===== config.mk =====
export PLATFORM = sky130hd
export DESIGN_NAME = arrt_table
export DESIGN_NICKNAME = d
export VERILOG_FILES = /design/src/sv/arrt_pkg.sv /design/src/sv/arrt_table.sv
export SDC_FILE = /design/constraint.sdc
export NUM_CORES = 1
export LEC_CHECK = 0
export BUFFER_PORTS_ARGS = -buffer_cell sky130_fd_sc_hd__buf_2
export CORE_AREA = 2 2 646 648
export DETAILED_ROUTE_END_ITERATION = 12
export DIE_AREA = 0 0 648 650
export GPL_TIMING_DRIVEN = 0
export HOLD_SLACK_MARGIN = 0.1
export SYNTH_ARGS = -nofsm -noshare
export SYNTH_HDL_FRONTEND = slang
export SYNTH_SLANG_ARGS = --single-unit

===== constraint.sdc =====
create_clock -name clk -period 9.7 [get_ports clk]
set_input_delay 0.485 -clock clk [delete_from_list [all_inputs] [get_ports clk]]
set_output_delay 0.485 -clock clk [all_outputs]
set_load 0.02 [all_outputs]

===== src/sv/arrt_pkg.sv =====
// Shared types, constants and helpers for the address range remap table.
// Used by arrt_table, arrt_front, arrt_back and address_range_remap_table.
package arrt_pkg;

  // Default slot count; the top level hands the real value down
  localparam int REGION_SLOTS_DEF = 16;

  // Address width and fan-in of one minimum-tree stage
  localparam int ADDR_W    = 32;
  localparam int MIN_FANIN = 8;

  typedef logic [ADDR_W-1:0] addr_t;

  // Distance reference when no region starts above a passthrough address
  localparam addr_t NO_NEXT_START = '1;

  // Action codes
  localparam logic ACT_INSERT = 1'b0;
  localparam logic ACT_LOOKUP = 1'b1;

  typedef enum logic [2:0] {
    ST_MAPPED   = 3'd0,
    ST_PASS     = 3'd1,
    ST_INSERTED = 3'd2,
    ST_EMPTY    = 3'd3,
    ST_REJECT   = 3'd4,
    ST_FULL     = 3'd5
  } status_t;

  // One group of candidates for the next-region-start minimum
  typedef addr_t [MIN_FANIN-1:0] fanin_t;

  // Table write port
  typedef struct packed {
    logic  en;
    addr_t region_start;
    addr_t region_end;
    addr_t target_base;
  } tbl_wr_t;

  // Payload handed from the first stage to the result stage
  typedef struct packed {
    logic    action;
    status_t ins_status;
    logic    hit;
    addr_t   addr;
    addr_t   hit_start;
    addr_t   hit_end;
    addr_t   hit_target;
  } mid_t;

  // Balanced minimum over one fan-in group (three compare levels)
  function automatic addr_t min_fanin(input fanin_t v);
    addr_t w [MIN_FANIN];
    for (int k = 0; k < MIN_FANIN; k++) begin
      w[k] = v[k];
    end
    for (int s = 1; s < MIN_FANIN; s = s * 2) begin
      for (int k = 0; k + s < MIN_FANIN; k = k + 2 * s) begin
        if (w[k + s] < w[k]) begin
          w[k] = w[k + s];
        end
      end
    end
    return w[0];
  endfunction

endpackage


===== src/sv/arrt_table.sv =====
// Region storage: start, end and target per slot, valid marks and fill count.
// Depends on arrt_pkg. Slots fill in order, so the fill count is the free slot.
module arrt_table #(
  parameter int REGION_SLOTS = arrt_pkg::REGION_SLOTS_DEF,
  localparam int CNT_W = $clog2(REGION_SLOTS + 1),
  localparam int IDX_W = (REGION_SLOTS > 1) ? $clog2(REGION_SLOTS) : 1
) (
  input  logic                  clk,
  input  logic                  rst_n,
  input  arrt_pkg::tbl_wr_t     wr,
  output logic [REGION_SLOTS-1:0] slot_valid,
  output arrt_pkg::addr_t       slot_start  [REGION_SLOTS],
  output arrt_pkg::addr_t       slot_end    [REGION_SLOTS],
  output arrt_pkg::addr_t       slot_target [REGION_SLOTS],
  output logic                  full
);

  logic [REGION_SLOTS-1:0] valid_r, valid_nxt;
  logic [CNT_W-1:0]        count_r, count_nxt;
  arrt_pkg::addr_t         start_r  [REGION_SLOTS];
  arrt_pkg::addr_t         end_r    [REGION_SLOTS];
  arrt_pkg::addr_t         target_r [REGION_SLOTS];

  // Next valid marks and count on a committed insert
  always_comb begin
    valid_nxt = valid_r;
    count_nxt = count_r;
    if (wr.en) begin
      valid_nxt[count_r[IDX_W-1:0]] = 1'b1;
      count_nxt = count_r + CNT_W'(1);
    end
  end

  always_ff @(posedge clk) begin
    if (!rst_n) begin
      valid_r <= '0;
      count_r <= '0;
    end else begin
      valid_r <= valid_nxt;
      count_r <= count_nxt;
    end
  end

  // Entry payload, written at the free slot
  always_ff @(posedge clk) begin
    if (wr.en) begin
      start_r[count_r[IDX_W-1:0]]  <= wr.region_start;
      end_r[count_r[IDX_W-1:0]]    <= wr.region_end;
      target_r[count_r[IDX_W-1:0]] <= wr.target_base;
    end
  end

  assign slot_valid  = valid_r;
  assign slot_start  = start_r;
  assign slot_end    = end_r;
  assign slot_target = target_r;
  assign full        = (count_r == CNT_W'(REGION_SLOTS));

  // Valid marks track the fill count
  a_count_matches: assert property (@(posedge clk) disable iff (!rst_n)
    $countones(valid_r) == int'(count_r))
    else $error("valid marks disagree with fill count");

  // No write lands in a full table
  a_no_write_full: assert property (@(posedge clk) disable iff (!rst_n)
    wr.en |-> !full)
    else $error("insert committed into full table");

endmodule


; ---- Yosys cells after proc, flatten, opt, wreduce, memory -nomap -nowiden
; Cells that the tools add are included.
[totals]
ff_bits = 1557
latch_bits = 0
ramBits = 0
romBits = 0
in_bits = 99
output_inout_bits = 1553
memories = 0
[classes]
addsub = 1
multipliers = 0
n_div = 0
magnitude_cmp = 4
eq_ne = 1
shift = 0
n_mux = 7
bitwise_logic = 2
n_reduce_logical = 2
[op_table]
columns = op, count
row1 = $bwmux 512, 3
row2 = $demux 32 s4, 1
row3 = $mux 32, 1
row4 = $or 16x16->16, 1
row5 = $add 5x1->5 const B, 1
row6 = $eq 5x5->1 const B, 1
row7 = $ge 5x5->1 const B, 1
row8 = $lt 4x5->1 const B, 1
row9 = $lt 5x1->1 const B, 1
row10 = $not 4->5, 1
row11 = $demux 1 s4, 1
row12 = $ge 4x1->1 const B, 1
row13 = $logic_and 1x1->1, 2
row14 = $mux 1, 1

; ---- Logic depth before layout (Yosys ltp)
; Gate-level depths: netlist of run 1.
[depth]
word_depth = 6
ltp_mapped = 4
mapped_depth_nobuf = 4

; ---- Worst setup path after synthesis of run 1
; OpenSTA, ideal clock, no wires.
[synth_path]
path_type = input to register
startpoint = input port wr[96] (netlist name)
endpoint = register end_r, in the netlist slot_end[256] (enable)
t_arrival_ps = 3018
slack_ps = 6214
cell_stages = 2
path_buffers = 1
cell_sequence = buf_2 and4b_1
[synth_rtl]
columns = element, line
row1 = from (decl), arrt_table.sv:10  ; input arrt_pkg::tbl_wr_t wr,
row2 = "to (signal, indexed assignment)", arrt_table.sv:48  ; end_r[count_r[IDX_W-1:0]] <= wr.region_end;
row3 = to (decl), arrt_table.sv:21  ; arrt_pkg::addr_t end_r [REGION_SLOTS];
; No word-level cell between the ends.

; ---- Final worst setup path of run 1
[layout_path]
startpoint = register count_r[0]
endpoint = output port full
[layout_between]
elab_chain_len = 1
[layout_rtl]
columns = element, line
row1 = from (decl), arrt_table.sv:19  ; logic [CNT_W-1:0] count_r, count_nxt;
row2 = from (signal assigned), arrt_table.sv:40  ; count_r <= count_nxt;
row3 = $eq 5x5->1, arrt_table.sv:57  ; assign full = (count_r == CNT_W'(REGION_SLOTS));
row4 = to (decl), arrt_table.sv:15  ; output logic full
; No other way between the ends.

==> results of run 1 <==
per-layer routing:
| layer | up-vias | GRT usage (%) | share of wire [%] |
|---|---|---|---|
| met5 | - | 0 | 0.060 |
| met4 | 16 | 2.315 | 2.9 |
| met3 | 313 | 2.267 | 9.0 |
| met2 | 1779 | 14.98 | 52 |
| met1 | 13700 | 9.169 | 36 |
| li1 | 10550 | - | - |
area by class of cell:
type                    instances  area, um^2
clock inverters                97        1031
fillers                     44790      345400
repair buffers               1767       10140
plain buffers                   7       40.04
flip-flops and latches       1557       46540
well taps                    5497        6878
diodes                         28       70.07
inverters                       3       11.26
multi-input cells              51       495.5
clock buffers                 190        4202
worst max path at each step:
stage                                  startpoint  slack, ns                   endpoint  cells past startpoint
final                     count_r[0]$_SDFFE_PN0P_       7.17                       full                      4
after global routing      count_r[0]$_SDFFE_PN0P_       7.01                       full                      4
after CTS                 count_r[0]$_SDFFE_PN0P_       7.05                       full                      4
after detailed placement                   wr[96]       7.16  slot_start[140]$_DFFE_PP_                      4
after global placement                     wr[96]       1.60  slot_start[272]$_DFFE_PP_                      3
after floorplan                            wr[96]       6.21    slot_end[256]$_DFFE_PP_                      2
cell families (layout without fill, tap and decap cells):
group | Yosys count | after routing | synth area share (%)
fa+ha+maj | 4 | 4 | 0.1064
xor+xnor | 1 | 1 | 0.01862
other cells | 0 | 28 | 0
compound gates | 18 | 18 | 0.2873
flops | 1557 | 1557 | 98.95
simple gates | 25 | 25 | 0.4602
mux | 3 | 3 | 0.06384
buf+inv | 10 | 2064 | 0.1090
Yosys cell counts, drive strengths merged:
library cell / number / share of area (%)
edfxtp: 1536 / 98
buf: 6 / 0.077
nand2b: 2 / 0.027
and4b: 8 / 0.17
nor2: 2 / 0.016
ha: 4 / 0.11
o21a: 16 / 0.26
nand3b: 1 / 0.016
mux2i: 3 / 0.064
dfxtp: 21 / 0.89
a21oi: 1 / 0.011
inv: 3 / 0.024
xnor2: 1 / 0.019
nand2: 2 / 0.016
and4: 4 / 0.074
nor4bb: 1 / 0.021
a21bo: 1 / 0.021
nand4: 1 / 0.013
and4bb: 4 / 0.11
clkbuf: 1 / 0.0080
worst max-delay path: stages, from the launching register on:
cell      delay (ns)
dfxtp_1         0.36
inv_1           0.10
ha_1            0.23
nor4bb_1        0.28
buf_2           0.23
per-stage QoR:
stage / hold WS (ns) / cells / utilization, % / total power, mW
6_report: 0.1788 / 9197 / 16.73 / 14.16
3_3_place_gp: 0.4511 / 8766 / 14.99 / 8.062
4_1_cts: 0.1062 / 9169 / 16.71 / 14.32
3_5_place_dp: 0.4527 / 8808 / 15.27 / 8.088
2_1_floorplan: 0.4375 / 1618 / - / 7.768
5_1_grt: 0.1233 / 9176 / 16.72 / 14.58
flip-flops by register name, indices dropped and copies added (netlist names):
signal       flops
count_r          5
slot_end       512
slot_start     512
slot_target    512
slot_valid      16
report_power, final:
group	total, mW	internal [mW]	switching [mW]
logic	0.472	0.0990	0.373
registers	7.50	7.48	0.0181
clock network	6.20	3.56	2.64
total	14.2	11.1	3.03
==> flow_metrics.py, run 1 <==
metrics = {
    "critical_path": {
        "arrival_ns": 2.05,
        "reg2reg_depth": 3,
        "worstReg2RegEnd": "slot_end[20]$_DFFE_PP_",
        "r2r_start": "count_r[0]$_SDFFE_PN0P_",
        "critPathKind": "flip-flop to primary output",
        "startpoint_type": "flip-flop",
        "critPathCaptureType": "primary output",
        "r2r_slack_ns": 7.25,
        "worstPathRequired_ns": 9.22,
        "path_max_fanout": 5,
    },
    "final_layout": {
        "syn_to_final_growth_pct": 47.56,
        "design_area_mm2": 0.06941,
        "layout-drive-gt1-share_pct": 52.97,
        "layout.nets": 3653,
        "final_cell_mix": "1656 x buf_2, 1536 x edfxtp_1, 164 x clkbuf_16, 74 x dlygate4sd3_1, 39 x buf_16",
        "mostFrequentLayoutCell": "buf_2",
    },
    "placement": {
        "dpl_cell_area_mm2": 0.06337,
        "gp_congestion": 0.7433,
        "dpl.hpwl_mm": 135.7,
        "post-place-ws_ns": 7.160,
        "portBuffers": 1651,
    },
    "hold_path": {
        "hold_path_depth": 1,
        "holdPathEnd": "slot_start[97]$_DFFE_PP_",
        "worstHoldStart": "wr[65]",
        "hp-class": "input pin to flip-flop",
    },
    "sta": {
        "finClkSkew_ns": 0.05289,
        "slew_violations": 0,
        "fmax_mhz": 394.9,
        "worst_slack_ns": 7.168,
        "fin_crit_sh_pct": 26.10,
        "finalHoldViolations": 0,
        "tightest_slew_ns": 1.367,
        "tns_ns": 0,
        "period_minus_slack_ns": 2.532,
        "setup_viol": 0,
        "rsz0062_at_grt": "no",
        "slew_headroom_pct": 8.838,
    },
    "logic_synthesis": {
        "synth_cell_types": 21,
        "synth_area_per_cell_um2": 29.07,
        "syn_nets": 1721,
        "netlist_area_mm2": 0.04704,
        "ys_warn_count": 0,
        "ys_seq_elements": 1557,
        "ys_seq_area_share_pct": 98.95,
        "syn_inst": 1618,
    },
    "floorplanning": {
        "row_count": 237,
        "core_region_area_mm2": 0.4149,
        "start_util_pct": 11.34,
        "die_x_um": 648,
        "num_io_pins": 1652,
        "die-area_mm2": 0.4212,
        "die_h_um": 650,
    },
    "job": {
        "maxCapViolations": 0,
    },
    "cts": {
        "cts_root_buf": "clkbuf_16",
        "cts_tree": "yes",
        "clk_path_buf_depth": 4,
        "hold_buffers": 74,
        "numCtsBuffers": 163,
        "path_clk_slew_ns": 0.08,
        "postCtsSetupBuffers": 0,
        "worstSkewPairLatency_ns": 0.83,
        "htree_levels": 4,
        "clock_sinks": 1557,
        "ctsResizeCount": 0,
    },
    "grt": {
        "gr-total-overflow": 0,
        "grt_use_total_pct": 8.181,
        "antenna_found_initial": 57,
        "grt_max_degree": 39,
        "grt_pass1_wl_mm": 235.1,
        "grt_pass1_vias": 26040,
    },
    "route": {
        "drc": 0,
        "wl_mm": 185.3,
        "wl_per_cell_um": 20.15,
        "postRouteAntennaNets": 0,
        "vias": 26360,
        "vias_per_cell": 2.866,
        "drtIter0Drc": 3250,
        "firstDrtPassIters": 8,
    },
    "run_status": {
        "outcome": "completed",
    },
    "power": {
        "powerDensity_mw_per_mm2": 204.1,
        "max-vdd-ir-drop_v": 0.0001550,
        "p_leak_nw": 24.12,
    },
}
(Power assumes the default switching activity.)
==> run 2, diff against run 1 <==
--- a/config.mk
+++ b/config.mk
@@ -5,10 +5,11 @@
 export SDC_FILE = /design/constraint.sdc
 export NUM_CORES = 1
 export LEC_CHECK = 0
+export ABC_AREA = 1
 export BUFFER_PORTS_ARGS = -buffer_cell sky130_fd_sc_hd__buf_2
-export CORE_AREA = 2 2 646 648
+export CORE_AREA = 2 2 649 651
 export DETAILED_ROUTE_END_ITERATION = 12
-export DIE_AREA = 0 0 648 650
+export DIE_AREA = 0 0 651 653
 export GPL_TIMING_DRIVEN = 0
 export HOLD_SLACK_MARGIN = 0.1
 export SYNTH_ARGS = -nofsm -noshare
==> constraint.sdc (replaced) <==
create_clock -name clk -period 2.07 [get_ports clk]
set_input_delay 0.1035 -clock clk [delete_from_list [all_inputs] [get_ports clk]]
set_output_delay 0.1035 -clock clk [all_outputs]
set_load 0.02 [all_outputs]
==> run 2 against run 1 <==
  * The run now ends with setup timing left
  * Critical path depth up 2
  * Setup slack lost 7.2 ns
  * Wire length increased by 4.1%
  * Flip-flop and latch count did not move
  * Largest cell class unchanged
  * Highest routed layer unchanged
==> flow_metrics.py, run 2 <==
metrics = {
    "floorplanning": {
        "die_x_um": 651,
        "num_io_pins": 1652,
        "die_h_um": 653,
        "start_util_pct": 11.23,
        "die-area_mm2": 0.4251,
        "row_count": 238,
        "core_region_area_mm2": 0.4184,
    },
    "grt": {
        "gr-total-overflow": 0,
        "grt_max_degree": 32,
        "grt_pass1_vias": 26570,
        "grt_use_total_pct": 8.419,
        "antenna_found_initial": 69,
        "grt_pass1_wl_mm": 243.0,
    },
    "logic_synthesis": {
        "netlist_area_mm2": 0.04700,
        "synth_area_per_cell_um2": 28.32,
        "ys_seq_area_share_pct": 99.02,
        "syn_inst": 1660,
        "synth-main-ff-cell": "edfxtp_1",
        "synthTopCellsByCount": "1536 x edfxtp_1, 32 x inv_1, 25 x nand2_1",
        "post-synth-top-count-cell": "edfxtp_1",
        "yosysTopAreaCellShare_pct": 98.13,
        "synth-edff-count": 1536,
        "ys_seq_elements": 1557,
        "async_flop_share_pct": 0,
        "ys_top_cells_by_area": "edfxtp_1 98%, dfxtp_1 0.89%, inv_1 0.26%, nand2_1 0.20%, nor2_1 0.17%",
        "syn_nets": 1763,
        "ys_warn_count": 0,
        "yosys.area.top_type": "edfxtp_1",
        "synth_cell_types": 12,
    },
    "sta": {
        "fin_crit_sh_pct": 100.0,
        "setup_viol": 3,
        "slew_violations": 0,
        "slew_headroom_pct": 14.94,
        "finClkSkew_ns": 0.04758,
        "tightest_slew_ns": 1.276,
        "finalHoldViolations": 0,
        "period_minus_slack_ns": 2.071,
        "worst_slack_ns": -0.0008498,
        "fmax_mhz": 482.9,
        "tns_ns": -0.001732,
    },
    "final_layout": {
        "final_cell_mix": "1648 x buf_2, 1536 x edfxtp_1, 166 x clkbuf_16, 99 x dlygate4sd3_1, 59 x buf_12",
        "layout-drive-gt1-share_pct": 53.43,
        "design_area_mm2": 0.07054,
        "syn_to_final_growth_pct": 50.07,
        "mostFrequentLayoutCell": "buf_2",
        "layout.nets": 3784,
    },
    "route": {
        "vias_per_cell": 2.866,
        "wl_mm": 192.9,
        "drtIter0Drc": 3302,
        "wl_per_cell_um": 20.63,
        "firstDrtPassIters": 7,
        "postRouteAntennaNets": 0,
        "drc": 0,
        "vias": 26800,
    },
    "critical_path": {
        "worstReg2RegEnd": "slot_start[410]$_DFFE_PP_",
        "critPathCaptureType": "flip-flop",
        "reg2reg_depth": 6,
        "path_max_fanout": 44,
        "critPathKind": "flip-flop to flip-flop",
        "r2r_slack_ns": -0.0008,
        "startpoint_type": "flip-flop",
        "arrival_ns": 2.46,
        "r2r_start": "count_r[2]$_SDFFE_PN0P_",
        "worstPathRequired_ns": 2.46,
    },
    "power": {
        "max-vdd-ir-drop_v": 0.0007136,
        "p_total_mw": 66.15,
        "p_leak_nw": 24.58,
        "powerDensity_mw_per_mm2": 937.8,
    },
    "placement": {
        "portBuffers": 1650,
        "gp_congestion": 0.7495,
        "dpl.hpwl_mm": 140.1,
        "dpl_cell_area_mm2": 0.06380,
        "post-place-ws_ns": -0.6711,
    },
    "hold_path": {
        "holdPathEnd": "slot_start[290]$_DFFE_PP_",
        "worstHoldStart": "wr[66]",
        "hold_path_depth": 1,
        "hp-class": "input pin to flip-flop",
    },
    "cts": {
        "worstSkewPairLatency_ns": 0.86,
        "clk_path_buf_depth": 4,
        "cts_root_buf": "clkbuf_16",
        "cts_tree": "yes",
        "clock_sinks": 1557,
        "htree_levels": 4,
        "path_clk_slew_ns": 0.06,
        "numCtsBuffers": 164,
    },
    "job": {
        "maxCapViolations": 0,
    },
    "run_status": {
        "violations": "setup timing",
        "outcome": "finished, violations left",
    },
}
## run 2: changes by cell type after synthesis, sizes merged, moves of 8 or more
cell and change:
and4b -8, a21oi +14, inv +29, o21a -16
nand2 +23, nor2 +20
## run 2: worst max path at each step
stage,start,to,slack (ns)
after detailed placement,count_r[2]$_SDFFE_PN0P_,slot_end[461]$_DFFE_PP_,-0.67
after global placement,count_r[2]$_SDFFE_PN0P_,slot_target[96]$_DFFE_PP_,-3.32
after global routing,count_r[2]$_SDFFE_PN0P_,count_r[3]$_SDFFE_PN0P_,-0.009
after floorplan,count_r[0]$_SDFFE_PN0P_,slot_end[352]$_DFFE_PP_,-0.49
after CTS,count_r[3]$_SDFFE_PN0P_,full,-0.09
final,count_r[2]$_SDFFE_PN0P_,slot_start[410]$_DFFE_PP_,-0.0008
## run 2: layout make-up
| cell class | count | area (um^2) |
|---|---|---|
| multi-input cells | 68 | 510.5 |
| repair buffers | 1852 | 11080 |
| flip-flops and latches | 1557 | 46560 |
| clock buffers | 199 | 4257 |
| clock inverters | 91 | 948.4 |
| repair inverters | 3 | 20.02 |
| fillers | 45040 | 347900 |
| inverters | 33 | 178.9 |
| well taps | 5520 | 6907 |
| plain buffers | 2 | 15.01 |
| diodes | 26 | 65.06 |
## run 2: what timing repair did
| action | 4_1_cts | 5_1_grt |
|---|---|---|
| hold buffers | 99 | 0 |
| buffers inserted | 35 | 3 |
| resized for setup | 18 | 2 |
| endpoints found under the hold margin | 1682 | 0 |
| gates cloned | 4 | 1 |
| setup endpoints to repair | 1090 | 87 |
| pin swaps | 5 | 1 |
## run 2: critical path, cell delays in order (launching register included)
cell	delay, ns
dfxtp_4	0.40
nor2_4	0.06
buf_12	0.12
buf_4	0.14
nand2_2	0.11
clkinvlp_4	0.26
buf_12	0.26
## run 2: report_power, final
| group | switching, mW | internal, mW |
|---|---|---|
| Clock | 12.6 | 16.4 |
| Combinational | 1.66 | 0.468 |
| Sequential | 0.0791 | 35.0 |
## run 2: per-layer routing
layer,track usage (%),up-vias,wire (um)
li1,-,10790,-
met3,2.664,293,18220
met4,2.742,22,6152
met2,15.00,1802,98040
met1,9.469,13890,70360
met5,0,-,153
## run 2: cell families after synthesis
family / count (synthesis) / share of synthesized area [%]
flops: 1557 / 99.02
simple gates: 48 / 0.4046
buf+inv: 35 / 0.2955
fa+ha+maj: 4 / 0.1065
compound gates: 16 / 0.1703
## run 2: through the flow
| stage | std cells | hold slack (ns) | util, % |
|---|---|---|---|
| final | 9351 | 0.1655 | 16.86 |
| after floorplan | 1660 | 0.2024 | - |
| after global routing | 9327 | 0.1090 | 16.84 |
| after CTS | 9324 | 0.1028 | 16.84 |
| after detailed placement | 8896 | 0.3899 | 15.25 |
| after global placement | 8830 | 0.4013 | 14.91 |
