## src/sv/arrt_pkg.sv

```systemverilog
// Shared types, constants and helpers for the address range remap table.
// Used by arrt_table, arrt_front, arrt_back and address_range_remap_table.
package arrt_pkg;

  // Default slot count; the top level hands the real value down
  localparam int REGION_SLOTS_DEF = 16;

  // Address width and fan-in of one minimum-tree stage
  localparam int ADDR_W    = 32;
  localparam int MIN_FANIN = 8;

  typedef logic [ADDR_W-1:0] addr_t;

  // Distance reference when no region starts above a passthrough address
  localparam addr_t NO_NEXT_START = '1;

  // Action codes
  localparam logic ACT_INSERT = 1'b0;
  localparam logic ACT_LOOKUP = 1'b1;

  typedef enum logic [2:0] {
    ST_MAPPED   = 3'd0,
    ST_PASS     = 3'd1,
    ST_INSERTED = 3'd2,
    ST_EMPTY    = 3'd3,
    ST_REJECT   = 3'd4,
    ST_FULL     = 3'd5
  } status_t;

  // One group of candidates for the next-region-start minimum
  typedef addr_t [MIN_FANIN-1:0] fanin_t;

  // Table write port
  typedef struct packed {
    logic  en;
    addr_t region_start;
    addr_t region_end;
    addr_t target_base;
  } tbl_wr_t;

  // Payload handed from the first stage to the result stage
  typedef struct packed {
    logic    action;
    status_t ins_status;
    logic    hit;
    addr_t   addr;
    addr_t   hit_start;
    addr_t   hit_end;
    addr_t   hit_target;
  } mid_t;

  // Balanced minimum over one fan-in group (three compare levels)
  function automatic addr_t min_fanin(input fanin_t v);
    addr_t w [MIN_FANIN];
    for (int k = 0; k < MIN_FANIN; k++) begin
      w[k] = v[k];
    end
    for (int s = 1; s < MIN_FANIN; s = s * 2) begin
      for (int k = 0; k + s < MIN_FANIN; k = k + 2 * s) begin
        if (w[k + s] < w[k]) begin
          w[k] = w[k + s];
        end
      end
    end
    return w[0];
  endfunction

endpackage

```

## src/sv/arrt_back.sv

```systemverilog
// Result stage: final next-start minimum, address arithmetic, output register.
// Depends on arrt_pkg; fed by arrt_front.
module arrt_back #(
  parameter int REGION_SLOTS = arrt_pkg::REGION_SLOTS_DEF,
  localparam int NGROUP = (REGION_SLOTS + arrt_pkg::MIN_FANIN - 1) / arrt_pkg::MIN_FANIN
) (
  input  logic            clk,
  input  logic            rst_n,
  input  logic            mid_valid,
  input  arrt_pkg::mid_t  mid,
  input  arrt_pkg::addr_t grp_min [NGROUP],
  output logic            down_ready,
  // result channel
  output logic            out_valid,
  input  logic            out_stall,
  output logic [2:0]      out_status,
  output arrt_pkg::addr_t out_translated_address,
  output arrt_pkg::addr_t out_span_left
);

  logic              out_valid_r;
  logic [2:0]        status_r, status_nxt;
  arrt_pkg::addr_t   xlat_r, xlat_nxt;
  arrt_pkg::addr_t   span_r, span_nxt;
  arrt_pkg::fanin_t  grp_pad;
  arrt_pkg::addr_t   next_start;

  assign down_ready = !out_valid_r || !out_stall;

  // Second level of the next-start minimum
  always_comb begin
    grp_pad = {arrt_pkg::MIN_FANIN{arrt_pkg::NO_NEXT_START}};
    for (int g = 0; g < NGROUP; g++) begin
      grp_pad[g] = grp_min[g];
    end
    next_start = arrt_pkg::min_fanin(grp_pad);
  end

  // Result fields
  always_comb begin
    if (mid.action == arrt_pkg::ACT_INSERT) begin
      status_nxt = mid.ins_status;
      xlat_nxt   = '0;
      span_nxt   = '0;
    end else if (mid.hit) begin
      status_nxt = arrt_pkg::ST_MAPPED;
      xlat_nxt   = mid.hit_target + (mid.addr - mid.hit_start);
      span_nxt   = mid.hit_end - mid.addr;
    end else begin
      status_nxt = arrt_pkg::ST_PASS;
      xlat_nxt   = mid.addr;
      span_nxt   = next_start - mid.addr;
    end
  end

  // Output register
  always_ff @(posedge clk) begin
    if (!rst_n) begin
      out_valid_r <= 1'b0;
    end else if (down_ready) begin
      out_valid_r <= mid_valid;
    end
  end

  always_ff @(posedge clk) begin
    if (down_ready) begin
      status_r <= status_nxt;
      xlat_r   <= xlat_nxt;
      span_r   <= span_nxt;
    end
  end

  assign out_valid              = out_valid_r;
  assign out_status             = status_r;
  assign out_translated_address = xlat_r;
  assign out_span_left          = span_r;

endmodule

```

## config.mk

```make
export PLATFORM = sky130hd
export DESIGN_NAME = arrt_back
export DESIGN_NICKNAME = d
export VERILOG_FILES = /design/src/sv/arrt_pkg.sv /design/src/sv/arrt_back.sv
export SDC_FILE = /design/constraint.sdc
export NUM_CORES = 1
export LEC_CHECK = 0
export BUFFER_PORTS_ARGS = -buffer_cell sky130_fd_sc_hd__buf_2
export CORE_MARGIN = 2
export CORE_UTILIZATION = 40
export CTS_CLUSTER_DIAMETER = 150
export DETAILED_ROUTE_END_ITERATION = 7
export MAX_ROUTING_LAYER = met4
export PLACE_DENSITY = 0.71
export SLEW_MARGIN = 20
export SYNTH_ARGS = -nofsm -noshare
export SYNTH_HDL_FRONTEND = slang
export SYNTH_SLANG_ARGS = --single-unit
```

## constraint.sdc

```tcl
create_clock -name clk -period 9.3 [get_ports clk]
set_input_delay 1.395 -clock clk [delete_from_list [all_inputs] [get_ports clk]]
set_output_delay 1.395 -clock clk [all_outputs]
set_load 0.02 [all_outputs]
```

======== Word-level counts from Yosys, hierarchy flattened ========
Cells that the tools add are included.
word-level totals
  logic and storage cells ................. 21
  input bits .............................. 201
  register bits ........................... 68
  output and inout bits ................... 69
cells by class
  $lt $le $gt $ge ......................... 3
  multiplexer cells ....................... 7
  add/sub/neg operators ................... 4
  reduce and logical (&&, ||, !) cells .... 3
operator list
  kind                    count
  $mux W32                5
  $sub A32 B32 Y32        3
  $lt A32 B32 Y1 const A  2
  $add A32 B32 Y32        1
  $lt A32 B32 Y1          1
  $mux W3                 1
  $logic_not A1 Y1        2
  $logic_or A1 B1 Y1      1
  $mux W1                 1

======== Longest topological paths before layout ========
Gate-level depths: netlist (run 1).
  word-level depth ........................ 8
  gate-level depth with buffers ........... 21
  gate-level depth less buffers ........... 21

======== Worst setup path before layout (run 1) ========
Ideal clock, no wire load.
  path kind ............................... in2reg
  from .................................... in grp_min[53] (netlist bit)
  to ...................................... reg span_r[24], in the netlist out_span_left[24] (data pin)
  arrival ................................. 5.367 ns
  library setup time ...................... 0.263 ns
  cell stages on the path ................. 20
  path slack .............................. 3.670 ns
  data required time ...................... 9.037 ns
  buffers on the path ..................... 1
  cell sequence ........................... inv_1 -> ha_1 -> a211oi_1 -> o21ai_0 -> a221oi_1 -> o211ai_1 -> a41oi_1 -> clkbuf_1 -> nor2_1 -> a21oi_1 -> o21ai_0 -> fa_1 -> a21o_1 -> a31o_2 -> a21oi_1 -> o21ai_0 -> a31o_2 -> a211oi_1 -> o21ai_0 -> mux2i_1
between the ends
  cells in the longest elaborated chain, start to end .. 8
RTL lines
  item                  RTL line         text
  start, declared       arrt_back.sv:11  input arrt_pkg::addr_t grp_min [NGROUP],
  $lt A32 B32 Y1        arrt_pkg.sv:60   if (w[k + s] < w[k]) begin
  $mux W32 (*)          arrt_pkg.sv:60
  $lt A32 B32 Y1        arrt_pkg.sv:60
  $mux W32 (*)          arrt_pkg.sv:60
  $lt A32 B32 Y1        arrt_pkg.sv:60
  $mux W32 (*)          arrt_pkg.sv:60
  $sub A32 B32 Y32 (*)  arrt_back.sv:52  span_nxt = next_start - mid.addr;
  $mux W32 (*)          arrt_back.sv:45  end else if (mid.hit) begin
  end signal, assigned  arrt_back.sv:69  span_r <= span_nxt;
  end, declared         arrt_back.sv:24  arrt_pkg::addr_t span_r, span_nxt;
Mark *: on every way between the ends. The rest lies on a longest branch, timed or not.
A chain may end at the register's enable or synchronous reset.

======== Worst setup path in the final report (run 1) ========
  from .................................... in grp_min[21] (netlist bit)
  to ...................................... reg span_r[24], in the netlist out_span_left[24] (data pin)
The elaborated chain is that of the path after synthesis.

==> run summary, run 1 <==
The run finished with clean final reports. Cell with the largest stage delay on the worst path: sky130_fd_sc_hd__buf_4. Setup repair after global routing left no endpoint under its margin. The root buffer selected by CTS is sky130_fd_sc_hd__clkbuf_16. The floorplan step defined a die boundary enclosing 21800 um^2. Using the TritonRoute via totals, the vias-per-cell ratio works out to 5.19.

Before antenna repair, the detailed router went through 5 iterations. Cell row count: 52. Synthesized netlist cell count: 1033.

The design draws 0.00154 W. The via count of the first global-routing pass is 7762, and the areal power density over the cells is 151 nW/um^2. The time the worst path needs with I/O delays and setup came out at 6.10 ns.

After Yosys synthesis, and, or, nand and nor cells account for 16.4% of the synthesized area. For the violation count after the first detailed-route iteration, the log shows 674. The detailed router placed 8137 vias in this run.

The number of placed instances, taps included is 1546. The worst clock skew came out at 0.00735 ns. Before CTS, the worst setup slack after placement is 2.86 ns. The number of enable-type register cells in the synthesized netlist came out at 67.

The most common cell in the synthesized netlist is sky130_fd_sc_hd__inv_1. The logs give 0 for the number of max-cap violations and 0 for the remaining number of nets flagged by the antenna check after routing. For the remaining global-route overflow, the log shows 0.

The area of the core came out at 20200 um^2. Clock buffer count from CTS: 9. The first global-routing pass estimated 39.2 mm of wire. After detailed routing, the average wire length per cell comes to 16.3 um. The number of unique standard cell types used by synthesis was 70. The share of synthesized area spent on multiplexers was 2.56%; the number of hold buffers added after cts was 0. The worst setup path is captured at a flip-flop. Library cell appearing most often on the critical path: sky130_fd_sc_hd__o21ai_0.

Count of filler cells inserted in the layout: 2007. Of the available clock period, the critical path in the final layout requires 65.6%. The number of buffers inserted by post-CTS setup repair was 0; the synthesis-to-finish area growth was 23.3%. The fraction of post-synthesis cell area in the top cell type by area works out to 24.3%.

The clock sink count was 68; the effective utilization at floorplan was 40.9%. The post-route setup TNS is 0 ns. After synthesis, the cell types taking the most area are sky130_fd_sc_hd__edfxtp_1 (24%), sky130_fd_sc_hd__ha_1 (14%), sky130_fd_sc_hd__inv_1 (7.8%). The normalized max-slew margin came out at 37.5%. The peak supply drop was 0.0858 mV.

The worst setup path is of the in2reg kind. The run gives 270 as the boundary pin count. When the netlist entered floorplanning its net count stood at 1360. For this block, the routed nets add up to 25.6 mm of wire. By area, the combinational part of the netlist is dominated by adder cells. Among all flip-flop cells after synthesis, the most frequent one is sky130_fd_sc_hd__edfxtp_1. The path class of the tightest hold or removal check is reg2reg. The run gives 3 as the total number of H-tree levels.

The run gives 0 as the number of max-slew violations in the final report. The delay of the slowest cell on the worst path was 0.51 ns; the arrival time reported for the critical path endpoint was 6.18 ns. Synthesis inferred 68 register bits. STA classifies the critical path startpoint as an input port. The largest net degree at the start of global routing was 69.

The sequential element share of the synthesized area is 24.6%, and the global router's overall resource usage is 23.6%. For this run, design rule violations remaining after detail routing come to 0. For the clock latency at the later pin of the worst-skew pair, the log shows 0.34 ns. Leakage power summed over all cells: 5.31 nW.

The Yosys warning count was 0; the die height was 148 um. After synthesis, the mean cell area works out to 8.00 um^2. The count of endpoints failing hold in the final timing report is 0, and the clock transition at the registers of the reported paths is 0.06 ns.

For the non-filler instance count after layout, the log shows 1567. The compound-gate portion of the synthesized area works out to 21.4%. Summing the areas of all fa, ha and maj instances in the mapped netlist gives 22.0% of the synthesized area. The overall die width came out at 148 um.

The logs give 1614 for the net total in the final layout and 0.894 for the routability congestion estimate from global placement. Buffers placed on the I/O ports in this run total 269. The fraction of final layout cells sized beyond drive strength 1 works out to 23.9%. The number of setup violations in the final report came out at 0.

The HPWL after detailed placement is 20.9 mm. At the pin with the least slew margin, the transition time is 0.937 ns. The synthesized netlist devotes 3.92% of its cell area to XOR and XNOR gates. The number of buffers and inverters on the critical path is 3. In this run the deepest clock path goes through 2 buffers.

Grouping stages by cell kind, the critical path spends the most delay in compound AO/OA/AOI/OAI gates. Derived from the worst setup path, the maximum achievable clock frequency is 0.164 GHz. The signal on the critical path passes through buf_2, ha_1, a211oi_1, o21ai_0, a221oi_1, o211ai_1, a41oi_4, buf_4, mux2i_1, nor2_1, a21oi_1, ha_1, inv_1, fa_1, a21o_1, a31o_2, a21oi_1, o21ai_0, a31o_2, a211oi_1, o21ai_0, mux2i_1. Hold is met by 0.564 ns. In the synthesized netlist the async set-or-reset flop fraction comes to 0%. The largest fanout on the critical path came out at 62. In the synthesized netlist, the cells that appear most often are sky130_fd_sc_hd__inv_1 (171), sky130_fd_sc_hd__a21oi_1 (109), sky130_fd_sc_hd__nor2_1 (100). Once the clock tree was built, the resizer swapped 0 gates to a different size. The run gives 8270 um^2 as the area of the mapped netlist. TritonCTS built the clock tree.

The initial antenna violation count was 6. sky130_fd_sc_hd__edfxtp_1 takes more of the synthesized area than any other cell. Setup slack on the critical path of the routed design comes to 3.20 ns. For the worst setup path, the data required time is 9.38 ns.
logic make-up after synthesis:
group,count (synthesis)
XOR/XNOR,37
buffers and inverters,203
adder cells (fa/ha/maj),126
flip-flops,68
multiplexers,21
AND/OR/NAND/NOR,293
AO/OA/AOI/OAI,285
sequential cells by signal (all words and copies together) (netlist names):
name                    count
out_span_left              32
out_translated_address     32
out_status                  3
out_valid                   1
per-layer routing:
metal	up-vias	global-route usage (%)	wire, um	part of all wire, %
li1	4087	-	-	-
met1	3734	31.4	11600	45
met2	290	38.2	12000	47
met3	26	2.72	1530	6.0
met4	0	6.97	450	1.8
met5	-	-	0	0
through the flow:
step | area [um^2] | utilization, %
after global routing | 10200 | 50.4
after detailed placement | 9900 | 48.9
final | 10200 | 50.4
after global placement | 9900 | 48.9
after floorplan | 8270 | -
after CTS | 10200 | 50.3
power by group:
part	internal, W	switching (W)
sequential	0.000403	0.0000171
combinational	0.000308	0.000471
clock	0.000205	0.000133
cell type report:
type / count / area, um^2 / area share, %
Sequential cell: 68 / 2030 / 19.9
Inverter: 173 / 649 / 6.37
Tap cell: 270 / 338 / 3.31
Timing Repair Buffer: 273 / 1380 / 13.5
Clock buffer: 10 / 229 / 2.25
Clock inverter: 5 / 53.8 / 0.528
Antenna cell: 6 / 15.0 / 0.147
Multi-Input combinational cell: 762 / 5500 / 53.9
worst paths after layout:
| check | slack, ns | cells past startpoint | from | end |
|---|---|---|---|---|
| setup / recovery | 3.20 | 22 | grp_min[21] | out_span_left[24] |
| hold / removal | 0.56 | 2 | out_valid | out_valid |
| setup reg to reg | 7.78 | 2 | out_valid | out_span_left[18] |
| hold reg to reg | 0.56 | 2 | out_valid | out_valid |
cells in the final DEF (no fill, tap or decap), drive strengths merged, types with 17 or more instances in the layout:
cell,instances
buf,273
inv,172
a21oi,110
nor2,100
ha,94
nand2,84
o21ai,69
edfxtp,67
fa,32
a21o,23
nand3,21
mux2i,20
xnor2,20
nor3,18
xor2,17
worst min-delay path, cell delays in order, from the launching register on:
cell and delay [ns]:
sky130_fd_sc_hd__dfxtp_1 0.34, sky130_fd_sc_hd__a21oi_1 0.13, sky130_fd_sc_hd__nor2b_1 0.05
Power figures use the tool's default switching activity.
==> run 2, diff against run 1 <==
- PLACE_DENSITY: 0.71 -> 0.74
- clock period: 9.3 -> 5.15 ns (I/O delays scaled with it)
==> run 2 against run 1 <==
Against the previous run: sequential power up 80%; register-to-register slack worse by 4.3 ns; combinational power up 90%; sequential share of layout area down 0.68 points; global-route usage up 0.24 points; worst setup slack worse by 2.9 ns; first-iteration DRC count down 13%.
==> run summary, run 2 (synthesized netlist as in run 1, its figures left out) <==
The run gives 21.7 mm (+3.7%) as the total half-perimeter wirelength after legalization and detailed placement. The full die area is 21800 um^2 (unchanged). The number of vias per cell after detailed routing was 5.19 (-0.14%); the via count of the first global-routing pass was 7717 (-0.58%). The run gives 0.162 mV (+89%) as the peak supply drop. The tools report the violation count after the first detailed-route iteration as 587 (-13%). The area of combinational cells with multiple inputs is 5570 um^2 (+1.3%), and the post-route cell area is 10600 um^2 (+3.5%). STA classifies the critical path startpoint as an input port. Critical path required time: 5.20 ns (-4.18 ns). The number of max-cap violations was 0 (unchanged).

The logs give 0 (unchanged) for the remaining number of nets flagged by the antenna check after routing and 40.9% (unchanged) for the effective utilization at floorplan. The cell row count is 52 (unchanged), and the area of the core is 20200 um^2 (unchanged). The count of endpoints failing hold in the final timing report was 0 (unchanged); the number of max-slew violations in the final report was 0 (unchanged). The clock latency at the later pin of the worst-skew pair is 0.34 ns (about the same).

The initial antenna violation count was 7 (+1). Measured slew at the worst slew-check pin: 1.08 ns (+0.139 ns). The routability congestion estimate from global placement was 0.943 (+5.5%); the clock buffer count from CTS was 9 (unchanged). The net total in the final layout was 1646 (+2.0%). The run gives 0 (unchanged) as the number of setup violations in the final report. The overall die width came out at 148 um (unchanged).

The area growth from synthesis to layout is 27.7%. Total number of H-tree levels: 3 (unchanged). The run gives 68 (unchanged) as the clock sink count. The worst-case clock buffer depth was 2 (unchanged); the number of port buffers was 269 (unchanged).

The run finished with clean final reports. The run gives 0 (unchanged) as the number of remaining DRC errors. The critical path class is in2reg. The leakage power summed over all cells is 5.49 nW (+3.4%), and the total iterations of the first detailed-routing run is 5 (unchanged). In this run the worst hold path is classified as reg2reg. The leading cell type in the layout, fill and taps excluded was sky130_fd_sc_hd__buf_2. The normalized max-slew margin was 28.2% (-9.4 points); the final period utilization was 94.6%.

The wire length of the first global-routing pass was 39.8 mm (+1.4%); the boundary pin count was 270 (unchanged). Largest fanout on the critical path: 12 (-81%). The tools report the remaining global-route overflow as 0 (unchanged). Leaving out fill and tap cells, the most frequent cells in the layout are sky130_fd_sc_hd__buf_2 (268), sky130_fd_sc_hd__inv_1 (171), sky130_fd_sc_hd__a21oi_1 (106), sky130_fd_sc_hd__nor2_1 (100), sky130_fd_sc_hd__ha_1 (92). The die height is 148 um (unchanged), and the worst slack at placement is -0.275 ns (-3.13 ns). The final wirelength is 26.1 mm (+2.0%). The post-route setup TNS is 0 ns (unchanged), and the overall via count from detail_route is 8302 (+2.0%).

The arrival time reported for the critical path endpoint came out at 4.92 ns (-1.26 ns). The wire length per cell came out at 16.3 um (-0.16%). For the worst clock skew, the log shows 0.00481 ns (-0.00253 ns). The top achievable clock speed was 0.205 GHz; the largest net degree at the start of global routing was 55 (-20%). The storage element area was 2030 um^2 (unchanged); the number of hold buffers added after cts was 0 (unchanged).

The post-route core utilization is 52.2% (+1.8 points). The area of placed instances came out at 10100 um^2 (+2.4%). After layout, the minimum clock period comes to 4.87 ns. The tools report the root buffer selected by CTS as sky130_fd_sc_hd__clkbuf_16.

The tools report the count of filler cells inserted in the layout as 1941 (-3.3%). For the global router's overall resource usage, the log shows 23.9% (+0.24 points). For the worst setup slack after layout, the log shows 0.277 ns (-2.93 ns).

The tools report the endpoint type of the worst setup path as a flip-flop. TritonCTS built the clock tree. The areal power density over the cells is 271 nW/um^2 (+79%). Fraction of final layout cells sized beyond drive strength 1: 26.7% (+2.8 points). The final hold slack is 0.571 ns (+0.00669 ns), and the clock transition at the registers of the reported paths is 0.06 ns (about the same).
-- run 2: changes by cell type in the layout (fill, tap and decap cells not counted), sizes merged --
| cell | previous run | this run |
|---|---|---|
| buf | 273 | 304 |
| diode | 6 | 7 |
| clkinv | 3 | 5 |
-- run 2: worst paths after layout --
kind,start,to,slack (ns),cells after the start
worst max-delay path,grp_min[53],out_span_left[31],0.28,22
worst min-delay path,out_valid,out_valid,0.57,2
worst max register to register,out_valid,out_span_left[17],3.53,2
worst min register to register,out_valid,out_valid,0.57,2
-- run 2: routing by layer --
metal	GRT usage, %	up-vias	share of wire [%]
met2	37.8	268	47
met3	2.93	36	5.7
li1	-	4155	-
met1	32.1	3843	45
met5	-	-	0
met4	7.31	0	2.2
-- run 2: area by class of cell --
cell class	instances	share of cell area, %
clock inverters	7	0.640
inverters	173	6.15
repair buffers	305	15.7
multi-input cells	762	52.8
well taps	270	3.20
clock buffers	9	2.13
flip-flops and latches	68	19.3
diodes	7	0.166
-- run 2: repair_timing --
action,4_1_cts,5_1_grt
buffers inserted,0,1
setup endpoints to repair,0,15
gates resized for setup,0,21
-- run 2: through the flow --
| step | total power (W) | instances |
|---|---|---|
| 3_3_place_gp | 0.00219 | 1577 |
| 3_5_place_dp | 0.00221 | 1577 |
| 2_1_floorplan | 0.00175 | 1033 |
| 6_report | 0.00286 | 1601 |
| 4_1_cts | 0.00284 | 1593 |
| 5_1_grt | 0.00306 | 1601 |
-- run 2: power by group --
group	internal, W	total, W	switching [W]
registers	0.000728	0.000757	0.0000292
clock network	0.000372	0.000621	0.000249
logic	0.000607	0.00148	0.000871
-- run 2: critical path, cell delays in order --
cell and delay (ns):
sky130_fd_sc_hd__buf_2 0.09, sky130_fd_sc_hd__inv_1 0.10, sky130_fd_sc_hd__ha_4 0.22, sky130_fd_sc_hd__a211oi_2 0.20, sky130_fd_sc_hd__o21ai_1 0.11, sky130_fd_sc_hd__a221oi_2 0.25, sky130_fd_sc_hd__o211ai_1 0.21, sky130_fd_sc_hd__a41oi_4 0.35
sky130_fd_sc_hd__buf_12 0.18, sky130_fd_sc_hd__nor2_1 0.04, sky130_fd_sc_hd__a21oi_1 0.10, sky130_fd_sc_hd__o21ai_0 0.10, sky130_fd_sc_hd__ha_1 0.32, sky130_fd_sc_hd__a21o_1 0.20, sky130_fd_sc_hd__a221oi_4 0.32, sky130_fd_sc_hd__a21bo_2 0.29
sky130_fd_sc_hd__o311ai_2 0.25, sky130_fd_sc_hd__buf_4 0.17, sky130_fd_sc_hd__a21oi_2 0.05, sky130_fd_sc_hd__o21a_1 0.20, sky130_fd_sc_hd__a2111oi_1 0.32, sky130_fd_sc_hd__nor3_1 0.08
==> run 3, diff against run 2 <==
- PLACE_DENSITY: 0.74 -> 0.71
- clock period: 5.15 -> 5.4 ns (I/O delays scaled with it)
==> run 3 against run 2 <==
Against the previous run: critical path depth fell by 1; clock skew increased by 0.0036 ns; die area is the same; routed wire length decreased by 2.5%; clock-buffer cell count up 2; clock power is 5.5% lower; sequential share of layout area is 0.57 points higher; critical path type unchanged; critical endpoint is now out_span_left[24]; largest power group unchanged.
==> run summary, run 3 (synthesized netlist as in run 1, its figures left out) <==
The areal power density over the cells is 259 nW/um^2 (-4.1%), and the synthesis-to-finish area growth is 24.0%. Final wirelength: 25.4 mm (-2.5%). The largest fanout on the critical path came out at 3 (-9). The logs give 0 (unchanged) for the number of max-cap violations and 3 (unchanged) for the total number of H-tree levels. The area of the core was 20200 um^2 (unchanged). For the number of buffers inserted by post-CTS setup repair, the log shows 0 (unchanged).

The fraction of final layout cells sized beyond drive strength 1 works out to 24.4% (-2.3 points). The net total in the final layout was 1618 (-1.7%). TritonCTS built the clock tree.

The tools report the clock buffer count from CTS as 9 (unchanged). The tools report the endpoint type of the worst setup path as a flip-flop. The type of origin of the critical path was an input port.

The delay of the slowest cell on the worst path is 0.40 ns (+0.05 ns), and the worst slack at placement is -0.0711 ns (+0.204 ns). The clock sink count is 68 (unchanged). The logs give 5 (unchanged) for the total iterations of the first detailed-routing run and 10200 um^2 (-2.9%) for the post-route cell area.

The total stage count of the critical path came out at 21 (-4.5%). The flow ran to the end, and the final reports show no timing, DRC or antenna violations. The cell with the largest stage delay on the worst path was sky130_fd_sc_hd__fa_1. The run gives 0.460 ns (+0.183 ns) as the worst setup slack after layout. The largest net degree at the start of global routing was 78 (+42%). The library cell used most frequently in the layout, excluding fill and tap cells, is sky130_fd_sc_hd__buf_2.

The run gives 5.48 ns (+0.28 ns) as the critical path required time. The number of port buffers works out to 269 (unchanged). The routability congestion estimate from global placement is 0.917 (-2.7%), and the overall die width is 148 um (unchanged). The logs give 4 (-3) for the initial antenna violation count and 23.5% (-0.39 points) for the global router's overall resource usage. The post-route setup TNS is 0 ns (unchanged). The clock transition at the registers of the reported paths is 0.06 ns (about the same), and the count of cells along the worst hold path is 2 (unchanged). The run gives 2 (unchanged) as the worst-case clock buffer depth. The arrival time reported for the critical path endpoint was 5.02 ns (+0.10 ns); the final period utilization was 91.5%. In the layout the commonest cells are sky130_fd_sc_hd__buf_2 (268), sky130_fd_sc_hd__inv_1 (171), sky130_fd_sc_hd__a21oi_1 (107), sky130_fd_sc_hd__nor2_1 (100), sky130_fd_sc_hd__ha_1 (94). The number of setup violations in the final report is 0 (unchanged). The wire length of the first global-routing pass was 39.2 mm (-1.4%). The cell row count was 52 (unchanged); the overall via count from detail_route was 8124 (-2.1%). The tightest min-delay check is of the reg2reg type. The measured slew at the worst slew-check pin is 0.901 ns (-0.175 ns).

The root buffer selected by CTS is sky130_fd_sc_hd__clkbuf_16. The tools report the leakage power summed over all cells as 5.34 nW (-2.7%). The logs give 0.160 mV (-1.3%) for the peak supply drop and 21.1 mm (-2.7%) for the total half-perimeter wirelength after legalization and detailed placement. Worst clock skew: 0.00838 ns (+0.00357 ns). For the via count of the first global-routing pass, the log shows 7647 (-0.91%). Remaining global-route overflow: 0 (unchanged). Broken down by cell family, the worst path's largest delay share belongs to compound AO/OA/AOI/OAI gates. For the remaining number of nets flagged by the antenna check after routing, the log shows 0 (unchanged).

Walking the worst path, the cells encountered are buf_2, ha_1, a211oi_1, o21ai_0, a221oi_1, o211ai_1, a41oi_4, mux2i_1, nor2_1, a21oi_2, ha_1, inv_1, fa_1, a21o_1, a31o_2, a21oi_1, o21ai_1, a31o_2, a211oi_2, o21ai_0, mux2i_1. Normalized max-slew margin: 39.9% (+12 points). The number of vias per cell after detailed routing is 5.17 (-0.21%), and the count of endpoints failing hold in the final timing report is 0 (unchanged).

Worst reg2reg path depth: 2 (unchanged). The wire length per cell is 16.2 um (-0.60%), and the number of remaining DRC errors is 0 (unchanged). The boundary pin count came out at 270 (unchanged). The critical path class was in2reg. Timing would allow up to 0.202 GHz. The run gives 0.34 ns (about the same) as the clock latency at the later pin of the worst-skew pair. The number of buffers and inverters on the critical path is 2 (-2), and the post-route total power is 0.00266 W (-6.9%). The logs give 21800 um^2 (unchanged) for the full die area and 9930 um^2 (-2.0%) for the area of placed instances.

Die height: 148 um (unchanged). The effective utilization at floorplan is 40.9% (unchanged), and the time the worst path needs with I/O delays and setup is 4.94 ns. Setup repair after global routing left no endpoint under its margin. The number of max-slew violations in the final report came out at 0 (unchanged).

The run gives 724 (+23%) as the violation count after the first detailed-route iteration.
## run 3: changes by cell type in the layout (fill, tap and decap cells not counted), moves of 2 or more
cell                       previous run  this run
sky130_fd_sc_hd__buf_4               34         8
sky130_fd_sc_hd__o21ai_0             65        67
sky130_fd_sc_hd__clkbuf_1             0         2
sky130_fd_sc_hd__diode_2              7         4
sky130_fd_sc_hd__ha_1                92        94
## run 3: final timing paths
path	from	slack, ns	endpoint
worst max-delay path	grp_min[21]	0.46	out_span_left[24]
worst min-delay path	out_valid	0.57	out_valid
worst max register to register	out_valid	3.87	out_span_left[26]
worst min register to register	out_valid	0.57	out_valid
## run 3: final cells by class
type | count | area, um^2
clock buffers | 11 | 233
inverters | 173 | 649
well taps | 270 | 338
multi-input cells | 762 | 5520
clock inverters | 5 | 52.6
repair buffers | 277 | 1410
fillers | 2002 | 9980
flip-flops and latches | 68 | 2030
diodes | 4 | 10.0
## run 3: repair_timing
item	in CTS	in global routing
resized for setup	0	8
setup endpoints to repair	0	9
endpoints found under the hold margin	0	0
hold buffers	0	0
## run 3: stage by stage
stage / cells / hold WS [ns] / util (%)
after global routing: 1570 / 0.616 / 50.7
final: 1570 / 0.567 / 50.7
after global placement: 1550 / 0.546 / 49.1
after floorplan: 1033 / 0.598 / -
after detailed placement: 1550 / 0.565 / 49.1
after CTS: 1566 / 0.571 / 50.5
## run 3: layer usage
metal,wire (um),global-route usage (%),share of wire [%]
met2,11600,35.9,45
met3,1500,3.24,5.9
met4,628,7.26,2.5
met5,0,-,0
met1,11700,32.4,46
## run 3: tightest hold or removal path, cell delays in order, from the launching register on
cell and delay, ns:
sky130_fd_sc_hd__dfxtp_1 0.34, sky130_fd_sc_hd__a21oi_1 0.14, sky130_fd_sc_hd__nor2b_1 0.05
## run 3: power breakdown
group,leakage [nW],internal (W),switching [W]
Combinational,4.45,0.000536,0.000813
Clock,0.139,0.000356,0.000232
Sequential,0.754,0.000695,0.0000294
Total,5.34,0.00159,0.00107
